--- config.mk ---
export PLATFORM = sky130hd
export DESIGN_NAME = uart_line_assembler_queue_top
export DESIGN_NICKNAME = d
export VERILOG_FILES = /design/src/ulaq_pkg.sv /design/src/ulaq_ram.sv /design/src/ulaq_front.sv /design/src/ulaq_back.sv /design/src/ulaq_rsp_queue.sv /design/src/uart_line_assembler_queue_top.sv
export SDC_FILE = /design/constraint.sdc
export NUM_CORES = 2
export LEC_CHECK = 0
export BUFFER_PORTS_ARGS = -buffer_cell sky130_fd_sc_hd__buf_4
export CAP_MARGIN = 20
export CORE_MARGIN = 2
export CORE_UTILIZATION = 40
export DETAILED_ROUTE_END_ITERATION = 6
export GPL_ROUTABILITY_DRIVEN = 0
export SLEW_MARGIN = 30
export SYNTH_ARGS = -nofsm -noshare
export SYNTH_HDL_FRONTEND = slang
export SYNTH_SLANG_ARGS = --single-unit
--- constraint.sdc ---
create_clock -name clock -period 7.3 [get_ports clock]
set_input_delay 1.46 -clock clock [delete_from_list [all_inputs] [get_ports clock]]
set_output_delay 1.46 -clock clock [all_outputs]
set_load 0.03 [all_outputs]
--- src/ulaq_pkg.sv ---
// ----------------------------------------------------------------------------
// UART line assembler queue: shared definitions
// Action codes, byte codes and the command and result records passed between
// the front end, the engine and the result queue.
// ----------------------------------------------------------------------------
package ulaq_pkg;

   localparam logic [1:0] ACT_RECEIVE   = 2'd0;
   localparam logic [1:0] ACT_TAKE_LINE = 2'd1;
   localparam logic [1:0] ACT_TAKE_RAW  = 2'd2;
   localparam logic [1:0] ACT_CLEAR_RAW = 2'd3;

   localparam logic [7:0] BYTE_LF = 8'h0A;
   localparam logic [7:0] BYTE_CR = 8'h0D;

   // The lines_waiting field saturates at this value.
   localparam logic [2:0] WAIT_MAX = 3'd7;

   // Command queue between front end and engine.
   localparam int CMD_DEPTH = 2;
   localparam int CMD_PTR_W = 1;
   localparam int CMD_CNT_W = 2;

   // Result queue at the output.
   localparam int OUT_DEPTH = 4;
   localparam int OUT_PTR_W = 2;
   localparam int OUT_CNT_W = 3;

   typedef struct packed {
      logic       is_recv;
      logic       is_line;
      logic       is_raw;
      logic       is_clear;
      logic       is_term;
      logic [7:0] rx_byte;
      logic [5:0] raw_max;
   } cmd_type;

   typedef struct packed {
      logic [7:0] out_byte;
      logic       out_valid;
      logic       out_last;
      logic [2:0] lines_waiting;
   } rsp_type;

endpackage

--- src/ulaq_ram.sv ---
// ----------------------------------------------------------------------------
// Generic RAM
// One write port and one read port, read data registered.
// ----------------------------------------------------------------------------
module ulaq_ram #(
   parameter int WIDTH = 8,
   parameter int DEPTH = 64
) (
   input  logic                     clock,
   input  logic                     wr_en,
   input  logic [$clog2(DEPTH)-1:0] wr_addr,
   input  logic [WIDTH-1:0]         wr_data,
   input  logic                     rd_en,
   input  logic [$clog2(DEPTH)-1:0] rd_addr,
   output logic [WIDTH-1:0]         rd_data
);

   logic [WIDTH-1:0] mem_ff [DEPTH];
   logic [WIDTH-1:0] rd_data_ff;

   always_ff @(posedge clock) begin
      if (wr_en) begin
         mem_ff[wr_addr] <= wr_data;
      end
      if (rd_en) begin
         rd_data_ff <= mem_ff[rd_addr];
      end
   end

   assign rd_data = rd_data_ff;

endmodule

--- src/ulaq_front.sv ---
// ----------------------------------------------------------------------------
// Front end
// Accepts request beats, decodes the action and holds up to two commands
// for the engine.
// ----------------------------------------------------------------------------
module ulaq_front (
   input  logic              clock,
   input  logic              reset,
   input  logic              req_push,
   output logic              req_full,
   input  logic [1:0]        req_action,
   input  logic [7:0]        req_rx_byte,
   input  logic [5:0]        req_raw_max,
   output logic              cmd_valid,
   output ulaq_pkg::cmd_type cmd,
   input  logic              cmd_pop
);

   ulaq_pkg::cmd_type                 slot_ff [ulaq_pkg::CMD_DEPTH];
   logic [ulaq_pkg::CMD_PTR_W-1:0]    wr_ptr_ff, wr_ptr_in;
   logic [ulaq_pkg::CMD_PTR_W-1:0]    rd_ptr_ff, rd_ptr_in;
   logic [ulaq_pkg::CMD_CNT_W-1:0]    count_ff, count_in;
   ulaq_pkg::cmd_type                 decoded;
   logic                              do_push;
   logic                              do_pop;

   always_comb begin
      decoded          = '0;
      decoded.rx_byte  = req_rx_byte;
      decoded.raw_max  = req_raw_max;
      decoded.is_term  = (req_rx_byte == ulaq_pkg::BYTE_LF) ||
                         (req_rx_byte == ulaq_pkg::BYTE_CR);
      case (req_action)
         ulaq_pkg::ACT_RECEIVE:   decoded.is_recv  = 1'b1;
         ulaq_pkg::ACT_TAKE_LINE: decoded.is_line  = 1'b1;
         ulaq_pkg::ACT_TAKE_RAW:  decoded.is_raw   = 1'b1;
         ulaq_pkg::ACT_CLEAR_RAW: decoded.is_clear = 1'b1;
         default:                 decoded.is_clear = 1'b1;
      endcase
   end

   assign req_full  = (count_ff == ulaq_pkg::CMD_CNT_W'(ulaq_pkg::CMD_DEPTH));
   assign cmd_valid = (count_ff != '0);
   assign cmd       = slot_ff[rd_ptr_ff];
   assign do_push   = req_push && !req_full;
   assign do_pop    = cmd_pop && cmd_valid;

   always_comb begin
      wr_ptr_in = do_push ? wr_ptr_ff + 1'b1 : wr_ptr_ff;
      rd_ptr_in = do_pop ? rd_ptr_ff + 1'b1 : rd_ptr_ff;
      count_in  = count_ff;
      if (do_push && !do_pop) begin
         count_in = count_ff + 1'b1;
      end else if (do_pop && !do_push) begin
         count_in = count_ff - 1'b1;
      end
   end

   always_ff @(posedge clock) begin
      if (reset) begin
         wr_ptr_ff <= '0;
         rd_ptr_ff <= '0;
         count_ff  <= '0;
      end else begin
         wr_ptr_ff <= wr_ptr_in;
         rd_ptr_ff <= rd_ptr_in;
         count_ff  <= count_in;
      end
   end

   always_ff @(posedge clock) begin
      if (do_push) begin
         slot_ff[wr_ptr_ff] <= decoded;
      end
   end

endmodule

--- src/ulaq_back.sv ---
// ----------------------------------------------------------------------------
// Engine
// Carries out commands: stores received bytes in the raw ring, assembles
// lines straight into the line store and streams taken bytes to the output.
// ----------------------------------------------------------------------------
module ulaq_back #(
   parameter int LINE_BYTES  = 64,
   parameter int QUEUE_LINES = 4,
   parameter int RAW_BYTES   = 64
) (
   input  logic                             clock,
   input  logic                             reset,
   input  logic                             cmd_valid,
   input  ulaq_pkg::cmd_type                cmd,
   output logic                             cmd_pop,
   input  logic [ulaq_pkg::OUT_CNT_W-1:0]   rsp_level,
   output logic                             rsp_push,
   output ulaq_pkg::rsp_type                rsp
);

   localparam int LEN_W      = $clog2(LINE_BYTES);
   // One spare slot, so the line being built never overlays a queued line.
   localparam int SLOTS      = QUEUE_LINES + 1;
   localparam int SLOT_W     = $clog2(SLOTS);
   localparam int CNT_W      = $clog2(QUEUE_LINES + 1);
   localparam int RAW_W      = $clog2(RAW_BYTES);
   localparam int LINE_AW    = SLOT_W + LEN_W;
   localparam int LINE_DEPTH = SLOTS * (2 ** LEN_W);

   localparam logic [1:0] S_IDLE = 2'd0;
   localparam logic [1:0] S_NULL = 2'd1;
   localparam logic [1:0] S_LINE = 2'd2;
   localparam logic [1:0] S_RAW  = 2'd3;

   localparam logic [LEN_W-1:0]  LEN_MAX    = LEN_W'(LINE_BYTES - 1);
   localparam logic [CNT_W-1:0]  COUNT_FULL = CNT_W'(QUEUE_LINES);
   localparam logic [SLOT_W-1:0] SLOT_LAST  = SLOT_W'(SLOTS - 1);
   localparam logic [RAW_W-1:0]  RAW_LAST   = RAW_W'(RAW_BYTES - 1);

   logic [1:0]        state_ff, state_in;
   logic [RAW_W-1:0]  raw_head_ff, raw_head_in;
   logic [RAW_W-1:0]  raw_tail_ff, raw_tail_in;
   logic [LEN_W-1:0]  build_len_ff, build_len_in;
   logic              build_ovf_ff, build_ovf_in;
   logic [SLOT_W-1:0] q_head_ff, q_head_in;
   logic [SLOT_W-1:0] q_tail_ff, q_tail_in;
   logic [CNT_W-1:0]  q_count_ff, q_count_in;
   logic [LEN_W-1:0]  len_ff [SLOTS];
   logic [SLOT_W-1:0] take_slot_ff, take_slot_in;
   logic [LEN_W-1:0]  take_len_ff, take_len_in;
   logic [LEN_W-1:0]  take_idx_ff, take_idx_in;
   logic [5:0]        raw_left_ff, raw_left_in;

   logic              p_valid_ff, p_valid_in;
   logic              p_mem_ff, p_mem_in;
   logic              p_line_ff, p_line_in;
   logic              p_last_ff, p_last_in;
   logic [2:0]        p_wait_ff, p_wait_in;

   logic              len_we;
   logic              raw_we, raw_re;
   logic              line_we, line_re;
   logic [7:0]        raw_rdata, line_rdata;
   logic              space;
   logic              last;
   logic [CNT_W+2:0]  count_wide;
   logic [2:0]        wait_now;

   function automatic logic [RAW_W-1:0] raw_next(input logic [RAW_W-1:0] i);
      return (i == RAW_LAST) ? '0 : i + 1'b1;
   endfunction

   function automatic logic [SLOT_W-1:0] slot_next(input logic [SLOT_W-1:0] i);
      return (i == SLOT_LAST) ? '0 : i + 1'b1;
   endfunction

   assign count_wide = (CNT_W + 3)'(q_count_ff);
   assign wait_now   = (count_wide > (CNT_W + 3)'(ulaq_pkg::WAIT_MAX)) ?
                       ulaq_pkg::WAIT_MAX : count_wide[2:0];

   // The beat in the read stage already holds one place in the result queue.
   assign space = p_valid_ff ?
                  (rsp_level < ulaq_pkg::OUT_CNT_W'(ulaq_pkg::OUT_DEPTH - 1)) :
                  (rsp_level < ulaq_pkg::OUT_CNT_W'(ulaq_pkg::OUT_DEPTH));

   always_comb begin
      state_in     = state_ff;
      raw_head_in  = raw_head_ff;
      raw_tail_in  = raw_tail_ff;
      build_len_in = build_len_ff;
      build_ovf_in = build_ovf_ff;
      q_head_in    = q_head_ff;
      q_tail_in    = q_tail_ff;
      q_count_in   = q_count_ff;
      take_slot_in = take_slot_ff;
      take_len_in  = take_len_ff;
      take_idx_in  = take_idx_ff;
      raw_left_in  = raw_left_ff;
      p_valid_in   = 1'b0;
      p_mem_in     = p_mem_ff;
      p_line_in    = p_line_ff;
      p_last_in    = p_last_ff;
      p_wait_in    = wait_now;
      cmd_pop      = 1'b0;
      len_we       = 1'b0;
      raw_we       = 1'b0;
      raw_re       = 1'b0;
      line_we      = 1'b0;
      line_re      = 1'b0;
      last         = 1'b0;

      case (state_ff)
         S_IDLE: begin
            if (cmd_valid) begin
               cmd_pop = 1'b1;
               if (cmd.is_recv) begin
                  raw_we      = 1'b1;
                  raw_head_in = raw_next(raw_head_ff);
                  if (raw_next(raw_head_ff) == raw_tail_ff) begin
                     raw_tail_in = raw_next(raw_tail_ff);
                  end
                  if (cmd.is_term) begin
                     if (build_len_ff != '0) begin
                        len_we    = 1'b1;
                        q_head_in = slot_next(q_head_ff);
                        if (q_count_ff == COUNT_FULL) begin
                           q_tail_in = slot_next(q_tail_ff);
                        end else begin
                           q_count_in = q_count_ff + 1'b1;
                        end
                     end
                     build_len_in = '0;
                     build_ovf_in = 1'b0;
                  end else if (!build_ovf_ff) begin
                     if (build_len_ff < LEN_MAX) begin
                        line_we      = 1'b1;
                        build_len_in = build_len_ff + 1'b1;
                     end else begin
                        build_ovf_in = 1'b1;
                     end
                  end
               end else if (cmd.is_clear) begin
                  raw_head_in = '0;
                  raw_tail_in = '0;
               end else if (cmd.is_line) begin
                  if (q_count_ff == '0) begin
                     state_in = S_NULL;
                  end else begin
                     take_slot_in = q_tail_ff;
                     take_len_in  = len_ff[q_tail_ff];
                     take_idx_in  = '0;
                     q_tail_in    = slot_next(q_tail_ff);
                     q_count_in   = q_count_ff - 1'b1;
                     state_in     = S_LINE;
                  end
               end else begin
                  if ((raw_tail_ff == raw_head_ff) || (cmd.raw_max == '0)) begin
                     state_in = S_NULL;
                  end else begin
                     raw_left_in = cmd.raw_max;
                     state_in    = S_RAW;
                  end
               end
            end
         end
         S_NULL: begin
            if (space) begin
               p_valid_in = 1'b1;
               p_mem_in   = 1'b0;
               p_last_in  = 1'b1;
               state_in   = S_IDLE;
            end
         end
         S_LINE: begin
            if (space) begin
               last        = ((LEN_W + 1)'(take_idx_ff) + 1'b1) ==
                             (LEN_W + 1)'(take_len_ff);
               line_re     = 1'b1;
               p_valid_in  = 1'b1;
               p_mem_in    = 1'b1;
               p_line_in   = 1'b1;
               p_last_in   = last;
               take_idx_in = take_idx_ff + 1'b1;
               if (last) begin
                  state_in = S_IDLE;
               end
            end
         end
         S_RAW: begin
            if (space) begin
               last        = (raw_left_ff == 6'd1) ||
                             (raw_next(raw_tail_ff) == raw_head_ff);
               raw_re      = 1'b1;
               p_valid_in  = 1'b1;
               p_mem_in    = 1'b1;
               p_line_in   = 1'b0;
               p_last_in   = last;
               raw_tail_in = raw_next(raw_tail_ff);
               raw_left_in = raw_left_ff - 1'b1;
               if (last) begin
                  state_in = S_IDLE;
               end
            end
         end
         default: begin
            state_in = S_IDLE;
         end
      endcase
   end

   always_ff @(posedge clock) begin
      if (reset) begin
         state_ff     <= S_IDLE;
         raw_head_ff  <= '0;
         raw_tail_ff  <= '0;
         build_len_ff <= '0;
         build_ovf_ff <= 1'b0;
         q_head_ff    <= '0;
         q_tail_ff    <= '0;
         q_count_ff   <= '0;
         p_valid_ff   <= 1'b0;
      end else begin
         state_ff     <= state_in;
         raw_head_ff  <= raw_head_in;
         raw_tail_ff  <= raw_tail_in;
         build_len_ff <= build_len_in;
         build_ovf_ff <= build_ovf_in;
         q_head_ff    <= q_head_in;
         q_tail_ff    <= q_tail_in;
         q_count_ff   <= q_count_in;
         p_valid_ff   <= p_valid_in;
      end
   end

   always_ff @(posedge clock) begin
      take_slot_ff <= take_slot_in;
      take_len_ff  <= take_len_in;
      take_idx_ff  <= take_idx_in;
      raw_left_ff  <= raw_left_in;
      p_mem_ff     <= p_mem_in;
      p_line_ff    <= p_line_in;
      p_last_ff    <= p_last_in;
      p_wait_ff    <= p_wait_in;
      if (len_we) begin
         len_ff[q_head_ff] <= build_len_ff;
      end
   end

   ulaq_ram #(
      .WIDTH (8),
      .DEPTH (RAW_BYTES)
   ) u_raw_ram (
      .clock   (clock),
      .wr_en   (raw_we),
      .wr_addr (raw_head_ff),
      .wr_data (cmd.rx_byte),
      .rd_en   (raw_re),
      .rd_addr (raw_tail_ff),
      .rd_data (raw_rdata)
   );

   ulaq_ram #(
      .WIDTH (8),
      .DEPTH (LINE_DEPTH)
   ) u_line_ram (
      .clock   (clock),
      .wr_en   (line_we),
      .wr_addr (LINE_AW'({q_head_ff, build_len_ff})),
      .wr_data (cmd.rx_byte),
      .rd_en   (line_re),
      .rd_addr (LINE_AW'({take_slot_ff, take_idx_ff})),
      .rd_data (line_rdata)
   );

   always_comb begin
      rsp_push          = p_valid_ff;
      rsp.out_valid     = p_mem_ff;
      rsp.out_last      = p_last_ff;
      rsp.lines_waiting = p_wait_ff;
      if (!p_mem_ff) begin
         rsp.out_byte = 8'h00;
      end else if (p_line_ff) begin
         rsp.out_byte = line_rdata;
      end else begin
         rsp.out_byte = raw_rdata;
      end
   end

endmodule

--- src/ulaq_rsp_queue.sv ---
// ----------------------------------------------------------------------------
// Result queue
// Holds finished result beats until the consumer pops them.
// ----------------------------------------------------------------------------
module ulaq_rsp_queue (
   input  logic                           clock,
   input  logic                           reset,
   input  logic                           push,
   input  ulaq_pkg::rsp_type              push_data,
   output logic [ulaq_pkg::OUT_CNT_W-1:0] level,
   input  logic                           pop,
   output logic                           empty,
   output ulaq_pkg::rsp_type              head
);

   ulaq_pkg::rsp_type                 slot_ff [ulaq_pkg::OUT_DEPTH];
   logic [ulaq_pkg::OUT_PTR_W-1:0]    wr_ptr_ff, wr_ptr_in;
   logic [ulaq_pkg::OUT_PTR_W-1:0]    rd_ptr_ff, rd_ptr_in;
   logic [ulaq_pkg::OUT_CNT_W-1:0]    count_ff, count_in;
   logic                              do_pop;

   assign empty  = (count_ff == '0);
   assign level  = count_ff;
   assign head   = slot_ff[rd_ptr_ff];
   assign do_pop = pop && !empty;

   // The engine never pushes into a full queue, as it counts its own beat in flight.
   always_comb begin
      wr_ptr_in = push ? wr_ptr_ff + 1'b1 : wr_ptr_ff;
      rd_ptr_in = do_pop ? rd_ptr_ff + 1'b1 : rd_ptr_ff;
      count_in  = count_ff;
      if (push && !do_pop) begin
         count_in = count_ff + 1'b1;
      end else if (do_pop && !push) begin
         count_in = count_ff - 1'b1;
      end
   end

   always_ff @(posedge clock) begin
      if (reset) begin
         wr_ptr_ff <= '0;
         rd_ptr_ff <= '0;
         count_ff  <= '0;
      end else begin
         wr_ptr_ff <= wr_ptr_in;
         rd_ptr_ff <= rd_ptr_in;
         count_ff  <= count_in;
      end
   end

   always_ff @(posedge clock) begin
      if (push) begin
         slot_ff[wr_ptr_ff] <= push_data;
      end
   end

endmodule

--- src/uart_line_assembler_queue_top.sv ---
// ----------------------------------------------------------------------------
// UART line assembler queue
// Receive bytes go to a raw ring and a line assembler; take requests stream a
// queued line or raw bytes out as result beats.
// ----------------------------------------------------------------------------
// Receive and clear requests pass through the front-end queue and take effect
// when the idle engine pops them; the idle engine carries out one per cycle.
// A take holds the engine until its last beat is read. Its first beat passes the
// front-end slot, engine state, read stage and result queue registers before the
// result ports, and one beat follows per cycle while the result queue has room.
// Synchronous reset empties all queues and pointers; RAM contents need no clearing.
module uart_line_assembler_queue_top #(
   parameter int LINE_BYTES  = 64,
   parameter int QUEUE_LINES = 4,
   parameter int RAW_BYTES   = 64
) (
   input  logic       clock,
   input  logic       reset,
   input  logic       req_push,
   output logic       req_full,
   input  logic [1:0] req_action,
   input  logic [7:0] req_rx_byte,
   input  logic [5:0] req_raw_max,
   output logic       rsp_empty,
   input  logic       rsp_pop,
   output logic [7:0] rsp_out_byte,
   output logic       rsp_out_valid,
   output logic       rsp_out_last,
   output logic [2:0] rsp_lines_waiting
);

   logic                           cmd_valid;
   logic                           cmd_pop;
   ulaq_pkg::cmd_type              cmd;
   logic                           rsp_push;
   ulaq_pkg::rsp_type              rsp_in;
   ulaq_pkg::rsp_type              rsp_head;
   logic [ulaq_pkg::OUT_CNT_W-1:0] rsp_level;

   ulaq_front u_front (
      .clock       (clock),
      .reset       (reset),
      .req_push    (req_push),
      .req_full    (req_full),
      .req_action  (req_action),
      .req_rx_byte (req_rx_byte),
      .req_raw_max (req_raw_max),
      .cmd_valid   (cmd_valid),
      .cmd         (cmd),
      .cmd_pop     (cmd_pop)
   );

   ulaq_back #(
      .LINE_BYTES  (LINE_BYTES),
      .QUEUE_LINES (QUEUE_LINES),
      .RAW_BYTES   (RAW_BYTES)
   ) u_back (
      .clock     (clock),
      .reset     (reset),
      .cmd_valid (cmd_valid),
      .cmd       (cmd),
      .cmd_pop   (cmd_pop),
      .rsp_level (rsp_level),
      .rsp_push  (rsp_push),
      .rsp       (rsp_in)
   );

   ulaq_rsp_queue u_rsp_queue (
      .clock     (clock),
      .reset     (reset),
      .push      (rsp_push),
      .push_data (rsp_in),
      .level     (rsp_level),
      .pop       (rsp_pop),
      .empty     (rsp_empty),
      .head      (rsp_head)
   );

   assign rsp_out_byte      = rsp_head.out_byte;
   assign rsp_out_valid     = rsp_head.out_valid;
   assign rsp_out_last      = rsp_head.out_last;
   assign rsp_lines_waiting = rsp_head.lines_waiting;

endmodule
==> run_results.csv <==
group,metric,value,unit
outcome,outcome,"complete, no violations",
power_and_ir_drop,intPower,33400,uW
power_and_ir_drop,comb_power_share,11.3,%
yosys,synth-edff-count,3230,
clock_network,clk_path_buf_depth,4,
clock_network,cts_resized,0,
final_layout,syn_to_final_growth,12.6,%
power_and_ir_drop,seq_power_share,51.0,%
clock_network,cts_setup_buffers,0,
placed_design,dpl.hpwl,201,mm
timing,worst_pin_slew,1.06,ns
clock_network,worst_setup_hold_path_clk_slew,0.06,ns
routing,wl_per_cell,30.9,um
floorplan,die_area,326000,um2
timing,finalCriticalPeriod,4.62,ns
yosys,synthArstFlopShare,0,%
final_layout,final_common_cell,"edfxtp_1",
run,drv_cap,0,
yosys,synth.avg_cell_area,20.3,um2
yosys,syn-instance-count,6338,
setup_path,slowest_stage,"edfxtp_1",
power_and_ir_drop,power_density,307,nW/um2
placed_design,placed_cells,10466,
yosys,synthFlopType,"edfxtp_1",
routing,drt_iter0_markers,8458,
power_and_ir_drop,fin_total_pwr,44400,uW
clock_network,root_buffer,"clkbuf_16",
final_layout,final_nets,6541,
setup_path,critical_path.startpoint,"u_back.take_idx_ff[0]",
floorplan,core,320000,um2
floorplan,rows,208,
setup_path,critPathMaxFanout,101,
routing,ant_nets,0,
placed_design,dpl_cell_area,134000,um2
routing,first_pass_iters,6,
floorplan,die_h,571,um
global_routing,grt_max_degree,217,
clock_network,clk_latency,0.91,ns
final_layout,layout_common_cells,"edfxtp_1 (3,230), mux4_2 (686), nor2_1 (467), mux2i_1 (393), clkbuf_16 (340)",
timing,setup_viol,0,
global_routing,first_global_vias,63991,
timing,finClkSkew,0.0871,ns
timing,rsz0062_at_grt,"false",
routing,via_count,64971,
floorplan,initial_core_util,40.1,%
global_routing,grt_pass1_wl,483,mm
setup_path,critPathRequiredTime,7.93,ns
setup_path,cp_slowest_stage_delay,0.84,ns
setup_path,crit_path_start_kind,"flop",
timing,holdWs,0.412,ns
timing,fmax,0.217,GHz
timing,post-route-period-util,63.2,%
clock_network,postCtsHoldBufs,0,
setup_path,crit_chain,"buf_12 -> mux4_2 -> and2_1 -> o21ai_0 -> a21oi_1 -> nor4_1 -> nand4_1 -> o32a_1",
routing,drc,0,
clock_network,numCtsBuffers,331,
placed_design,io_buffers,34,
floorplan,die_w,571,um
final_layout,drive_gt1_share,21.5,%
power_and_ir_drop,clkPwrFrac,37.7,%
power_and_ir_drop,power.switching,11000,uW
yosys,yosys_warnings,0,
worst_hold_path,hold_start,"u_back.q_count_ff[2]",
final_layout,final_cell_area,145000,um2
yosys,syn-cell-area,128000,um2
timing,slew_violations,0,
setup_path,worstSetupEndpointType,"flop",
timing,tns,0,ns
yosys,yosysUniqueCellTypes,80,
routing,routed_wl,342,mm
setup_path,r2r-start,"u_back.take_idx_ff[0]",
setup_path,cp.arrival,5.25,ns
power_and_ir_drop,p_leak,0.0457,uW
setup_path,critPathKind,"reg -> reg",
power_and_ir_drop,switching_share,24.7,%
clock_network,cts.sink_count,3278,
clock_network,ctsHtreeMaxLevel,5,
yosys,ys_seq_area_share,76.3,%
clock_network,cts_tree,"built",
power_and_ir_drop,vdd_drop_max,225,uV
global_routing,overflow,0,
routing,via_per_inst,5.87,
timing,max-slew-margin-rel,28.5,%
timing,hold_viol,0,
worst_hold_path,hp-class,"reg -> reg",
yosys,synth.ff_latch_count,3278,
final_layout,instances_no_fill,11073,
floorplan,ios,35,
global_routing,track_usage,20.6,%
global_routing,antenna_found_initial,16,
[power groups by stage]
| stage | Sequential, uW | Clock [uW] | Combinational (uW) |
|---|---|---|---|
| 2_1_floorplan | 23200 | 0 | 2830 |
| 3_3_place_gp | 23100 | 0 | 4790 |
| 3_5_place_dp | 23100 | 0 | 4960 |
| 4_1_cts | 22700 | 16900 | 4960 |
| 5_1_grt | 22700 | 17600 | 5300 |
| 6_report | 22700 | 16700 | 5010 |
[through the flow]
step	utilization, %	worst slack, ns
final	45.1	2.68
after global routing	45.1	2.60
after CTS	45.1	2.75
after detailed placement	41.8	2.77
after global placement	41.7	2.89
after floorplan	-	2.70
[worst max-delay path, delay by kind of cell, from the launching register on]
family | cells | cell delay [ns]
AND/OR/NAND/NOR | 3 | 1.38
flip-flops | 1 | 0.84
AO/OA/AOI/OAI | 3 | 0.74
multiplexers | 1 | 0.60
buffers and inverters | 1 | 0.55
[cells in the mapped netlist, types with 39 or more instances]
master	instances	share of area, %
o22ai_1	87	0.42
mux4_2	686	12
mux2i_1	393	3.1
dfxtp_1	48	0.75
buf_6	45	0.39
clkbuf_1	195	0.57
edfxtp_1	3230	76
buf_4	40	0.23
nor2_1	502	1.5
buf_2	60	0.23
nor3_1	66	0.26
buf_1	39	0.11
a21oi_1	115	0.45
o221ai_1	131	0.89
nand2_1	146	0.43
o21ai_0	65	0.25
[cell type report]
type,instances,area [um2]
Multi-Input combinational cell,2688,28800
Tap cell,4305,5390
Clock buffer,390,8710
Sequential cell,3278,98000
Fill cell,26781,176000
Inverter,26,108
Clock inverter,203,1860
Timing Repair Buffer,175,1760
Antenna cell,8,20.0
[final timing paths]
path	to	slack, ns	depth (start not counted)
setup / recovery	u_back.u_line_ram.rd_data[4]	2.68	8
hold / removal	u_back.p_wait_ff[2]	0.41	0
setup reg to reg	u_back.u_line_ram.rd_data[4]	2.68	8
hold reg to reg	u_back.p_wait_ff[2]	0.41	0
[per-layer routing]
metal  share of wire (%)  vias to the layer above  GRT usage (%)
met2                  47                     3248           32.6
li1                    -                    26523              -
met1                  40                    34593           28.4
met4                 3.7                        6           7.33
met3                 8.8                      601           4.20
met5               0.012                        -              0
[cell families after synthesis]
family | after synthesis | synth area share, %
other cells | 1 | 0.00292
xor+xnor | 39 | 0.266
compound gates | 569 | 3.08
fa+ha+maj | 21 | 0.216
simple gates | 906 | 3.09
buf+inv | 411 | 1.70
mux | 1113 | 15.4
flops | 3278 | 76.3
[registers in the layout, summed over array words and instances, names as in the netlist, 8 cells and up, named ones only]
signal and cells:
u_back.u_line_ram.rd_data 8, u_back.u_raw_ram.mem_ff 512, u_back.len_ff 30, u_back.u_raw_ram.rd_data 8
u_back.u_line_ram.mem_ff 2560, u_front.slot_ff 36, u_rsp_queue.slot_ff 52
(Power assumes the default switching activity.)
